### config.mk
export PLATFORM = sky130hd
export DESIGN_NAME = rtt_qsin
export DESIGN_NICKNAME = d
export VERILOG_FILES = /design/src/sv/rtt_pkg.sv /design/src/sv/rtt_qsin.sv
export SDC_FILE = /design/constraint.sdc
export NUM_CORES = 2
export LEC_CHECK = 0
export BUFFER_PORTS_ARGS = -buffer_cell sky130_fd_sc_hd__buf_2
export CAP_MARGIN = 20
export CORE_ASPECT_RATIO = 1.4
export CORE_UTILIZATION = 45
export DETAILED_ROUTE_END_ITERATION = 16
export HOLD_SLACK_MARGIN = 0.05
export PLACE_DENSITY = 0.61
export SLEW_MARGIN = 20
export SYNTH_ARGS = -nofsm -noshare
export SYNTH_HDL_FRONTEND = slang
export SYNTH_SLANG_ARGS = --single-unit
### constraint.sdc
create_clock -name clk -period 11.7 [get_ports clk]
set_input_delay 0 -clock clk [delete_from_list [all_inputs] [get_ports clk]]
set_output_delay 0 -clock clk [all_outputs]
set_load 0.005 [all_outputs]
### src/sv/rtt_pkg.sv
// ----------------------------------------------------------------------------
// rtt_pkg
// Shared widths, constants and types of the RAMSETE tracker.
// ----------------------------------------------------------------------------
package rtt_pkg;

  localparam int XW        = 32;  // Q16.16 fields
  localparam int AW        = 16;  // binary angles
  localparam int CW        = 24;  // config registers
  localparam int CFG_IDX_W = 1;
  localparam int PROD_W    = 63;  // clamped product, +-2^61

  typedef enum logic [CFG_IDX_W-1:0] {
    CFG_ZETA = 1'b0,
    CFG_BETA = 1'b1
  } cfg_idx_t;

  localparam logic [CW-1:0] ZETA_RST = 24'd45875;
  localparam logic [CW-1:0] BETA_RST = 24'd131072;

  // quarter-wave sine polynomial
  localparam logic [16:0] TRIG_C1 = 17'd102944;
  localparam logic [15:0] TRIG_C3 = 16'd42048;
  localparam logic [12:0] TRIG_C5 = 13'd4640;

  localparam logic [63:0] PROD_LIM = 64'h2000_0000_0000_0000;

  typedef struct packed {
    logic [14:0] r;    // 0..16384 within the quarter
    logic        neg;  // lower half-circle
  } trig_arg_t;

endpackage

### src/sv/rtt_qsin.sv
// ----------------------------------------------------------------------------
// rtt_qsin
// Four-stage quarter-wave sine of a reduced binary angle, signed Q16 out.
// ----------------------------------------------------------------------------
module rtt_qsin (
  input  logic                       clk,
  input  logic                       en,
  input  rtt_pkg::trig_arg_t         arg,
  output logic signed [17:0]         sin_q16
);

  logic [14:0] r1, r2, r3;
  logic        n1, n2, n3;
  logic [14:0] z1, z2;
  logic [12:0] t1;
  logic [15:0] t2;

  logic [29:0] rr;
  logic [27:0] c5z;
  logic [15:0] d3;
  logic [30:0] p3;
  logic [16:0] d4;
  logic [31:0] p4;
  logic [16:0] s4;

  always_comb begin
    rr  = arg.r * arg.r;
    c5z = rtt_pkg::TRIG_C5 * z1;
    d3  = rtt_pkg::TRIG_C3 - 16'(t1);
    p3  = d3 * z2;
    d4  = rtt_pkg::TRIG_C1 - 17'(t2);
    p4  = d4 * r3;
    s4  = p4[30:14];
  end

  always_ff @(posedge clk) begin
    if (en) begin
      z1      <= rr[28:14];
      r1      <= arg.r;
      n1      <= arg.neg;
      t1      <= c5z[26:14];
      z2      <= z1;
      r2      <= r1;
      n2      <= n1;
      t2      <= p3[29:14];
      r3      <= r2;
      n3      <= n2;
      sin_q16 <= n3 ? -$signed({1'b0, s4}) : $signed({1'b0, s4});
    end
  end

endmodule

-- Yosys cells after proc, flatten, opt, wreduce, memory -nomap -nowiden
Index checks and enable logic that the tools add are counted.
- flip-flop bits (word level): 125
- output and inout bits: 18
- word-level logic and storage cells: 20
- add/subtract/negate cells: 3
- multipliers: 4
- mux-type cells: 1
- operator list (operator ; number):
    $mul 17x15->31 ; 1
    $mul 16x15->30 ; 1
    $mul 15x15->29 ; 1
    $mul 8x15->22 const A ; 1
    $neg 17->18 ; 1
    $mux 17 ; 1
    $sub 17x16->17 const A ; 1
    $sub 16x13->16 const A ; 1

-- Logic depth before layout (Yosys ltp)
- depth after elaboration: 4
- mapped depth: 36

-- Least setup slack after synthesis
OpenSTA, ideal clock, no wires.
- path kind: reg2reg
- start point: reg t2[0]
- end point: reg sin_q16[12] (data pin)
- arrival: 8558 ps
- setup slack: 2883 ps
- cell stages (with the launch flop): 37
- path through: edfxtp_1 > inv_1 > ha_1 > or4b_1 > a211oi_1 > a21bo_1 > xnor2_1 > clkbuf_1 > and2_1 > fa_1 > inv_1 > fa_1 > inv_1 > fa_1 > inv_1 > fa_1 > inv_1 > fa_1 > inv_1 > fa_1 > inv_1 > ha_1 > and3_1 > a221oi_1 > o21ai_2 > a21oi_1 > inv_1 > a21oi_1 > xor2_1 > ha_1 > inv_1 > or4b_4 > a211o_1 > o21bai_4 > o211ai_2 > a211oi_2 > xnor2_1
- word-level cells in the longest chain between the ends: 4
- ends and longest elaborated chain (element ; line ; RTL):
    start, declared ; rtt_qsin.sv:16 ; logic [15:0] t2;
    start signal, assigned ; rtt_qsin.sv:45 ; t2 <= p3[29:14];
    $sub 17x16->17 (*) ; rtt_qsin.sv:31 ; d4 = rtt_pkg::TRIG_C1 - 17'(t2);
    $mul 17x15->31 (*) ; rtt_qsin.sv:32 ; p4 = d4 * r3;
    $neg 17->18 ; rtt_qsin.sv:48 ; sin_q16 <= n3 ? -$signed({1'b0, s4}) : $signed({1'b0, s4});
    $mux 17 (*) ; rtt_qsin.sv:48 ;
    end signal, assigned ; rtt_qsin.sv:48 ;
    end, declared ; rtt_qsin.sv:9 ; output logic signed [17:0] sin_q16
Every way passes the cells marked *; elsewhere a longest branch is shown, timed or not.
A chain may end at the register's enable or synchronous reset.

-- Worst setup path in the final report
Ends and elaborated chain as after synthesis.

==> results.json <==
{
  "root_buffer": "clkbuf_16",
  "clock_latency_ps": 440,
  "chipWidth_um": 206.0,
  "synthToLayoutAreaGrowth_pct": 6.700,
  "critical_path.endpoint_type": "register",
  "yosysMostFrequentCell": "inv_1",
  "pre_cts_slack_ps": 2041,
  "vias": 17530,
  "max_stage_delay_ps": 600,
  "grtUsageTotal_pct": 20.59,
  "cp.arrival_ps": 9770,
  "hold_end": "t1[7]$_DFFE_PP_",
  "hp-start": "en",
  "critPathLaunchType": "register",
  "die-area_um2": 59250,
  "drt_iter0_drc": 786,
  "die_y_um": 287.6,
  "grt_pass1_wl_um": 95280,
  "fmax_mhz": 104.3,
  "finalHoldViolCount": 0,
  "wl_per_cell_um": 16.77,
  "ys_ff_latch": 125,
  "numCtsBuffers": 17,
  "fin_setup_tns_ps": 0,
  "htree_levels": 4,
  "place.detailed.hpwl_um": 45720,
  "seq_area_frac_synth_pct": 14.32,
  "place_congestion": 0.8574,
  "grt_pass1_vias": 19420,
  "rsz0062_at_grt": "false",
  "path_clk_slew_ps": 60,
  "via_per_inst": 5.165,
  "async_reset_ff_share_pct": 0,
  "cp.required_ps": 11880,
  "synth.top_cell.area_share_pct": 38.10,
  "synth_warnings": 0,
  "outcome": "finished clean",
  "synthTopCellsByArea": "fa_1, ha_1, edfxtp_1, inv_1, and2_1",
  "yosysUniqueCellTypes": 73,
  "nFillCells": 5360,
  "nets": 3480,
  "worstPathMaxFanout": 16,
  "cts_tree": "done",
  "syn_nets": 3475,
  "r2r.worst_path.cells": 35,
  "grt_max_degree": 73,
  "io_pins": 36,
  "yosys.area.top_type": "fa_1",
  "whs_ps": 201.7,
  "portBuffers": 35,
  "holdCritPathClass": "input pin to register",
  "n_antenna_cell": 0,
  "remaining_drc_errors": 0,
  "numClockSinks": 125,
  "syn-cell-area_um2": 26220,
  "synth_edf_count": 125,
  "ant_nets": 0,
  "synth_ff_type": "edfxtp_1",
  "fp.coreArea_um2": 57520,
  "postCtsResizedCells": 0,
  "fin_crit_ps": 9591,
  "cts_setup_buffers": 0,
  "whs_path_depth": 1,
  "clk_path_buf_depth": 2,
  "crit_type": "register to register",
  "drive_gt1_share_pct": 4.825,
  "ff2ff_setup_slack_ps": 2110,
  "relSlewSlack_pct": 26.91,
  "drt-pass1-iter-count": 4,
  "finalWorstSetupSlack_ps": 2109,
  "avgSynthCellArea_um2": 9.951,
  "rows": 104,
  "start_util_pct": 45.59,
  "synth_common_cells": "inv_1, fa_1, ha_1, and2_1, nand2_1",
  "r2r_start": "t2[0]$_DFFE_PP_",
  "syn_inst": 2635,
  "crit_slowest_cell": "edfxtp_1",
  "antenna_found_initial": 0,
  "finalCritPeriodShare_pct": 81.97,
  "grt_overflow_total": 0,
  "timing.rr.end": "sin_q16[12]$_DFFE_PP_",
  "maxCapViolCount": 0,
  "setup_violations": 0,
  "finClkSkew_ps": 13.69,
  "wl_um": 56950,
  "cpMostUsedCell": "inv_1",
  "tightest_slew_ps": 1091,
  "hold_buffers": 16,
  "slew_viol_final": 0
}
[kinds of logic after synthesis]
logic type               after synthesis  synth area share, %
multiplexers                           2              0.08112
AO/OA/AOI/OAI                        160                4.524
adder cells (fa/ha/maj)              822                53.51
AND/OR/NAND/NOR                      767                14.75
XOR/XNOR                             101                3.402
buffers and inverters                658                9.420
flip-flops                           125                14.32
[cell type report]
type | instances | area (um2) | share of cell area (%)
Tap cell | 742 | 928.4 | 3.318
Sequential cell | 125 | 3754 | 13.42
Multi-Input combinational cell | 1852 | 20030 | 71.58
Clock inverter | 15 | 188.9 | 0.6753
Inverter | 569 | 2136 | 7.634
Clock buffer | 17 | 425.4 | 1.521
Timing Repair Buffer | 75 | 518.0 | 1.852
[routing by layer]
metal  track usage (%)  share of wire [%]
met4             7.886                3.4
met5                 0                  0
met2             39.41                 56
met3             2.207                2.6
met1             22.98                 38
[worst max-delay path, delay by kind of cell (launching register included)]
| family | cells | cell delay [ps] |
|---|---|---|
| compound gates | 10 | 2390 |
| xor+xnor | 3 | 460 |
| fa+ha+maj | 9 | 3690 |
| buf+inv | 8 | 690 |
| flops | 1 | 600 |
| simple gates | 5 | 1510 |
[cell usage in the layout, fill, tap and decap left out, types with 4 or more instances in the layout]
| master | instances |
|---|---|
| a31oi_1 | 4 |
| or3_1 | 8 |
| inv_1 | 569 |
| and3_1 | 8 |
| buf_2 | 34 |
| nand4_1 | 5 |
| ha_1 | 323 |
| clkbuf_16 | 17 |
| nand3_1 | 11 |
| a21oi_1 | 38 |
| o21ai_0 | 20 |
| o211ai_1 | 4 |
| nor2b_1 | 13 |
| o21a_1 | 19 |
| clkinv_4 | 7 |
| xnor2_1 | 73 |
| a21o_1 | 16 |
| nand2_1 | 300 |
| and2_1 | 306 |
| or2_2 | 9 |
| fa_1 | 499 |
| edfxtp_1 | 125 |
| xnor2_2 | 5 |
| o21ai_1 | 5 |
| dlygate4sd3_1 | 16 |
| xor2_1 | 23 |
| buf_4 | 25 |
| nand2b_1 | 7 |
| nor2_1 | 67 |
| nor3_1 | 22 |
[registers in the layout (all words and copies together) (netlist names)]
register	flops
n2	1
n1	1
r3	15
sin_q16	18
t2	16
t1	13
n3	1
z1	15
r2	15
z2	15
r1	15
[per-stage QoR]
step	instance area [um2]	std cells	utilization, %
CTS	27980	3395	48.64
global route	27980	3395	48.64
floorplan	26220	2635	-
finish	27980	3395	48.64
detailed placement	27200	3347	47.30
global placement	27200	3347	47.30
[worst max-delay path by stage]
stage,startpoint,to,depth (start not counted),slack [ps]
4_1_cts,t2[0]$_DFFE_PP_,sin_q16[12]$_DFFE_PP_,35,2050
2_1_floorplan,t2[0]$_DFFE_PP_,sin_q16[12]$_DFFE_PP_,36,2880
5_1_grt,t2[0]$_DFFE_PP_,sin_q16[12]$_DFFE_PP_,35,1560
3_5_place_dp,t2[0]$_DFFE_PP_,sin_q16[12]$_DFFE_PP_,35,2040
3_3_place_gp,t2[0]$_DFFE_PP_,sin_q16[12]$_DFFE_PP_,35,2270
6_report,t2[0]$_DFFE_PP_,sin_q16[12]$_DFFE_PP_,35,2110
Power is left out: the tool's default activity adds up to more than one toggle a clock period on the data nets, which glitch-free logic cannot reach.
