<file path="src/sv/rtt_pkg.sv">
// ----------------------------------------------------------------------------
// rtt_pkg
// Shared widths, constants and types of the RAMSETE tracker.
// ----------------------------------------------------------------------------
package rtt_pkg;

  localparam int XW        = 32;  // Q16.16 fields
  localparam int AW        = 16;  // binary angles
  localparam int CW        = 24;  // config registers
  localparam int CFG_IDX_W = 1;
  localparam int PROD_W    = 63;  // clamped product, +-2^61

  typedef enum logic [CFG_IDX_W-1:0] {
    CFG_ZETA = 1'b0,
    CFG_BETA = 1'b1
  } cfg_idx_t;

  localparam logic [CW-1:0] ZETA_RST = 24'd45875;
  localparam logic [CW-1:0] BETA_RST = 24'd131072;

  // quarter-wave sine polynomial
  localparam logic [16:0] TRIG_C1 = 17'd102944;
  localparam logic [15:0] TRIG_C3 = 16'd42048;
  localparam logic [12:0] TRIG_C5 = 13'd4640;

  localparam logic [63:0] PROD_LIM = 64'h2000_0000_0000_0000;

  typedef struct packed {
    logic [14:0] r;    // 0..16384 within the quarter
    logic        neg;  // lower half-circle
  } trig_arg_t;

endpackage

</file>
<file path="src/sv/rtt_mul.sv">
// ----------------------------------------------------------------------------
// rtt_mul
// Four-stage signed multiply, truncating shift toward zero, clamp to +-2^61.
// Operands wider than 32 bits are split into a low 32-bit limb and an upper limb.
// ----------------------------------------------------------------------------
module rtt_mul #(
  parameter int WA    = 46,
  parameter int WB    = 36,
  parameter int SHIFT = 16
) (
  input  logic                               clk,
  input  logic                               en,
  input  logic signed [WA-1:0]               a,
  input  logic signed [WB-1:0]               b,
  output logic signed [rtt_pkg::PROD_W-1:0]  p
);

  localparam int AH = WA - 32;
  localparam int BH = WB - 32;
  localparam int PW = WA + WB;
  localparam logic [PW-1:0] LIM = PW'(rtt_pkg::PROD_LIM);

  logic [WA-1:0]    ua;
  logic [WB-1:0]    ub;
  logic             n1, n2, n3;
  logic [63:0]      pp0;
  logic [BH+31:0]   pp1;
  logic [AH+31:0]   pp2;
  logic [AH+BH-1:0] pp3;
  logic [PW-1:0]    full;
  logic [PW-1:0]    q;
  logic [rtt_pkg::PROD_W-2:0] mag;

  always_comb begin
    q   = full >> SHIFT;
    mag = (q > LIM) ? LIM[rtt_pkg::PROD_W-2:0] : q[rtt_pkg::PROD_W-2:0];
  end

  always_ff @(posedge clk) begin
    if (en) begin
      n1   <= a[WA-1] ^ b[WB-1];
      ua   <= a[WA-1] ? (~a + 1'b1) : a;
      ub   <= b[WB-1] ? (~b + 1'b1) : b;
      n2   <= n1;
      pp0  <= ua[31:0] * ub[31:0];
      pp1  <= ua[31:0] * ub[WB-1:32];
      pp2  <= ua[WA-1:32] * ub[31:0];
      pp3  <= ua[WA-1:32] * ub[WB-1:32];
      n3   <= n2;
      full <= PW'(pp0) + (PW'(pp1) << 32) + (PW'(pp2) << 32) + (PW'(pp3) << 64);
      p    <= n3 ? -$signed({1'b0, mag}) : $signed({1'b0, mag});
    end
  end

endmodule

</file>
<file path="config.mk">
export PLATFORM = sky130hd
export DESIGN_NAME = rtt_mul
export DESIGN_NICKNAME = d
export VERILOG_FILES = /design/src/sv/rtt_pkg.sv /design/src/sv/rtt_mul.sv
export SDC_FILE = /design/constraint.sdc
export NUM_CORES = 2
export LEC_CHECK = 0
export ABC_AREA = 1
export BUFFER_PORTS_ARGS = -buffer_cell sky130_fd_sc_hd__buf_2
export CORE_MARGIN = 2
export CORE_UTILIZATION = 34
export DETAILED_ROUTE_END_ITERATION = 8
export SLEW_MARGIN = 0
export SYNTH_ARGS = -nofsm -noshare
export SYNTH_HDL_FRONTEND = slang
export SYNTH_SLANG_ARGS = --single-unit
export TNS_END_PERCENT = 1
</file>
<file path="constraint.sdc">
create_clock -name clk -period 8.85 [get_ports clk]
set_input_delay 0 -clock clk [delete_from_list [all_inputs] [get_ports clk]]
set_output_delay 0 -clock clk [all_outputs]
set_load 0.02 [all_outputs]
</file>
After elaboration in Yosys (flattened, before gate mapping) --
Index checks and enable logic that the tools add are counted.
Operators by class: mux-type cells 4, add/subtract/negate cells 6, $mul 4, bitwise operators 3, magnitude comparators 1
Operator list (count):
- 62-bit two-way mux | 2
- 79-bit by 82-bit adder with 82-bit output | 1
- 69-bit by 78-bit adder with 79-bit output | 1
- 64-bit by 68-bit adder with 69-bit output | 1
- 66-bit by 62-bit greater-than comparator with 1-bit output, second input constant | 1
- 32-bit by 32-bit multiplier with 64-bit output | 1
- 62-bit negator with 63-bit output | 1
- 46-bit by 1-bit adder with 46-bit output, second input constant | 1
- 14-bit by 32-bit multiplier with 46-bit output | 1
- 46-bit inverter | 1
- 45-bit two-way mux | 1
- 36-bit by 1-bit adder with 36-bit output, second input constant | 1
- 32-bit by 4-bit multiplier with 36-bit output | 1
- 36-bit inverter | 1
- 35-bit two-way mux | 1
- 14-bit by 4-bit multiplier with 18-bit output | 1
- 1-bit XOR | 1
Storage, ports and cells: output and inout bits 63, logic and storage cells 32, input port bits 84, bits in registers 394

Logic depth before layout (Yosys ltp) --
depth in word-level cells 4, depth in mapped cells 33, mapped depth without buffers 31

Least setup slack after synthesis --
No wires, ideal clock.
path kind reg-to-reg, start point register ub[6], end point register pp0[63], data pin, library setup time 252 ps, arrival 6524 ps, cell stages (with the launch flop) 29, clock period less this slack 6777 ps, required time 8598 ps, path buffers 2, slack 2073 ps, cells stage by stage edfxtp_1 clkbuf_1 buf_1 nand2_1 inv_1 fa_1 fa_1 fa_1 inv_1 fa_1 inv_1 fa_1 inv_1 fa_1 inv_1 fa_1 fa_1 ha_1 nand2_1 nor2_1 inv_1 nor2_1 inv_1 nor4_1 a21oi_1 o21bai_1 nand3_1 nand3b_1 nand2_1
Between the ends: cells in the longest elaborated chain, start to end 1
RTL lines:
- from (decl) | line rtt_mul.sv:24 | logic [WB-1:0] ub;
- from (signal assigned) | line rtt_mul.sv:43 | ub <= b[WB-1] ? (~b + 1'b1) : b;
- 32-bit by 32-bit multiplier with 64-bit output | line rtt_mul.sv:45 | pp0 <= ua[31:0] * ub[31:0];
- to (signal assigned) | line rtt_mul.sv:45
- to (decl) | line rtt_mul.sv:26 | logic [63:0] pp0;
No other way between the ends. A chain may end at the register's enable or synchronous reset.

Worst setup path in the final report --
start point register ua[14], end point register pp0[34], data pin
Between the ends: cells in the longest elaborated chain, start to end 1
RTL lines:
- from (decl) | line rtt_mul.sv:23 | logic [WA-1:0] ua;
- from (signal assigned) | line rtt_mul.sv:42 | ua <= a[WA-1] ? (~a + 1'b1) : a;
- 32-bit by 32-bit multiplier with 64-bit output | line rtt_mul.sv:45
No other way between the ends.

==> flow_metrics.py <==
metrics = {
    "drt": {
        "post-route-drc-count": 0,
        "drtAntennaViolNets": 0,
        "drt_iter0_drc": 4445,
        "vias_per_cell": 4.83,
        "post_drt_wl_per_cell_um": 19.3,
        "via_count": 58600,
        "firstDrtPassIters": 8,
        "drt_wl_total_um": 234000,
    },
    "global_route": {
        "grt_pass1_wl_um": 367000,
        "grt_use_total_pct": 21.4,
        "gr-total-overflow": 0,
        "antenna_found_initial": 10,
        "grt_max_degree": 93,
        "grt_pass1_vias": 63200,
    },
    "critical_path": {
        "startpoint": "ua[14]",
        "cp-start-kind": "register",
        "endpoint_kind": "register",
        "cpMostUsedCell": "fa_1",
        "critPathKind": "reg -> reg",
        "arrival_ns": 8.61,
        "cpPeakStageDelay_ns": 1.20,
        "path_delay_family": "adder cells",
        "cp_max_fo": 23,
        "crit_slowest_cell": "edfxtp_1",
        "worstPathCellList": "buf_4 -> nand2_1 -> inv_1 -> fa_1 -> fa_1 -> inv_1 -> fa_1 -> fa_1 -> fa_1 -> inv_1 -> fa_1 -> fa_1 -> fa_1 -> ha_1 -> nand2_1 -> nor2_1 -> inv_1 -> nor2_1 -> nand2_1 -> nand2_1 -> a21oi_1 -> xnor2_1",
        "crit_buf_inv": 5,
        "required_ns": 9.24,
        "rr_startpoint": "ua[14]",
    },
    "synthesis": {
        "yosys-top-cells-area": "fa_1 (37%), edfxtp_1 (15%), inv_1 (12%), nand2_1 (12%), ha_1 (8.3%)",
        "yosys_warnings": 0,
        "avgSynthCellArea_um2": 8.11,
        "synth_seq_cells": 362,
        "synth_top_area_share_pct": 37.1,
        "syn_inst": 9135,
        "syn_nets": 11100,
        "synth_cell_types": 62,
        "syn_area_mm2": 0.0741,
        "synthArstFlopShare_pct": 0,
        "synth_top_flop_cell": "edfxtp_1",
        "yosys.area.top_type": "fa_1",
        "seq_area_frac_synth_pct": 14.7,
        "synth-edff-count": 362,
    },
    "sta": {
        "hold_violations": 0,
        "clock.fmax_ghz": 0.122,
        "skew_ns": 0.0665,
        "fin_tns_setup_ns": 0,
        "slew_violations": 0,
        "min_period_ns": 8.23,
        "max_slew_margin_pct": 14.5,
        "tightest_slew_ns": 1.28,
        "rsz0062_at_grt": "no",
        "finalSetupViolations": 0,
        "final.period_utilization_pct": 93.0,
    },
    "min_path": {
        "holdCritPathClass": "in -> reg",
        "min_from": "a[45]",
    },
    "die": {
        "dieArea_mm2": 0.222,
        "die_w_um": 471,
        "initial_core_util_pct": 34.2,
        "die_y_um": 471,
        "fp.coreArea_mm2": 0.217,
        "rows": 171,
        "ios": 147,
    },
    "cts": {
        "root_buffer": "clkbuf_16",
        "htree_levels": 2,
        "numCtsBuffers": 46,
        "tritoncts": "built",
        "clockBufferDepth": 3,
        "clk_pin_slew_worst_paths_ns": 0.08,
        "cts_setup_buffers": 0,
        "clock_latency_ns": 0.69,
        "cts_sinks": 362,
    },
    "finish": {
        "nets": 11200,
        "syn_to_final_growth_pct": 9.44,
        "layout-drive-gt1-share_pct": 4.92,
    },
    "placed_design": {
        "dp_hpwl_um": 194000,
        "port_buffers": 146,
        "gp_congestion": 0.952,
    },
    "flow_run": {
        "maxCapViolations": 0,
    },
    "run_status": {
        "status": "finished, final reports clean",
    },
}
## cell families after synthesis
group           share of synthesized area (%)
buf+inv                                  14.4
fa+ha+maj                                45.4
compound gates                           5.64
simple gates                             16.5
xor+xnor                                 3.39
flops                                    14.7
## synth_stat cells (3+ instances only)
library cell and count:
xnor2_1 92, buf_6 4, nand3_2 3, o2111ai_1 5
o41ai_1 21, o21a_1 23, nand2_2 15, buf_1 109
clkbuf_1 261, nor4_1 19, o21bai_1 15, edfxtp_1 362
xor2_1 195, nor3b_1 3, o41ai_2 8, o211ai_1 6
a221oi_1 5, o21ai_0 190, buf_2 13, nor3_1 35
a21boi_0 10, a21oi_1 307, a31oi_1 25, nor2_2 14
a21o_1 25, o31ai_1 24, nand3b_1 17, nand2_1 2402
buf_4 4, ha_1 491, nor2_1 433, inv_1 2409
o31ai_2 3, o21ai_2 9, nand4_1 37, fa_1 1373
o21ai_1 16, inv_2 5, nand3_1 112, nor2_4 3
## final timing paths
path / to / slack (ns) / cells after the start
max: pp0[34] / 0.62 / 22
min reg2reg: full[18] / 0.42 / 0
min: n1 / 0.06 / 3
max reg2reg: pp0[34] / 0.62 / 22
## timing repair
| action | in CTS | in global routing |
|---|---|---|
| gates resized for setup | 0 | 0 |
| endpoints found under the hold margin | 167 | 0 |
| hold buffers | 136 | 0 |
## metal layers
metal  global-route usage (%)  vias to the layer above  share of wire (%)
met3                     2.90                      368                6.7
li1                         -                    27000                  -
met1                     28.9                    29300                 43
met5                        0                        -              0.015
met2                     35.5                     1967                 47
met4                     6.65                        4                3.4
## worst reg2reg max path, stage by stage (launching register included)
cell and delay, ns:
edfxtp_1 1.20, buf_4 0.47, nand2_1 0.09, inv_1 0.07, fa_1 0.44, fa_1 0.59, inv_1 0.08, fa_1 0.56
fa_1 0.45, fa_1 0.54, inv_1 0.05, fa_1 0.47, fa_1 0.53, fa_1 0.43, ha_1 0.40, nand2_1 0.13
nor2_1 0.15, inv_1 0.11, nor2_1 0.28, nand2_1 0.09, nand2_1 0.24, a21oi_1 0.16, xnor2_1 0.41
## per-stage QoR
stage | setup WS (ns) | hold WS (ns) | instance area, um^2 | std cells | utilization, %
after floorplan | 2.07 | 0.0989 | 74100 | 9135 | -
after CTS | 0.700 | 0.00618 | 81000 | 12100 | 37.4
after detailed placement | 0.783 | 0.201 | 78200 | 11900 | 36.1
after global routing | 0.355 | 0.0591 | 81000 | 12100 | 37.4
after global placement | 0.732 | 0.199 | 78200 | 11900 | 36.1
final | 0.623 | 0.0614 | 81000 | 12100 | 37.4
## cell type report
| class | count | area (um^2) |
|---|---|---|
| antenna | 2 | 5.00 |
| clock buffer | 52 | 1170 |
| clock inverter | 31 | 345 |
| fill | 22400 | 136000 |
| inverter | 2415 | 9060 |
| multi-input combinational | 5964 | 52500 |
| sequential | 362 | 10900 |
| tap | 2854 | 3570 |
| timing repair buffer | 448 | 3470 |
## state kept, by name, summed over array words and instances, names as in the netlist
name,flops
full,66
p,63
pp0,48
pp2,46
ua,46
pp1,36
ub,36
pp3,18
n1,1
n2,1
n3,1
## placed cells by master, fill, tap and decap left out, types with 136 or more instances in the layout
cell type      instances
a21oi_1              307
buf_2                145
buf_4                156
dlygate4sd3_1        136
edfxtp_1             362
fa_1                1373
ha_1                 491
inv_1               2409
nand2_1             2402
nor2_1               433
o21ai_0              190
xor2_1               195
Power is not shown: default switching activity piles up to over one toggle a cycle in this logic, so the estimate is an artifact.
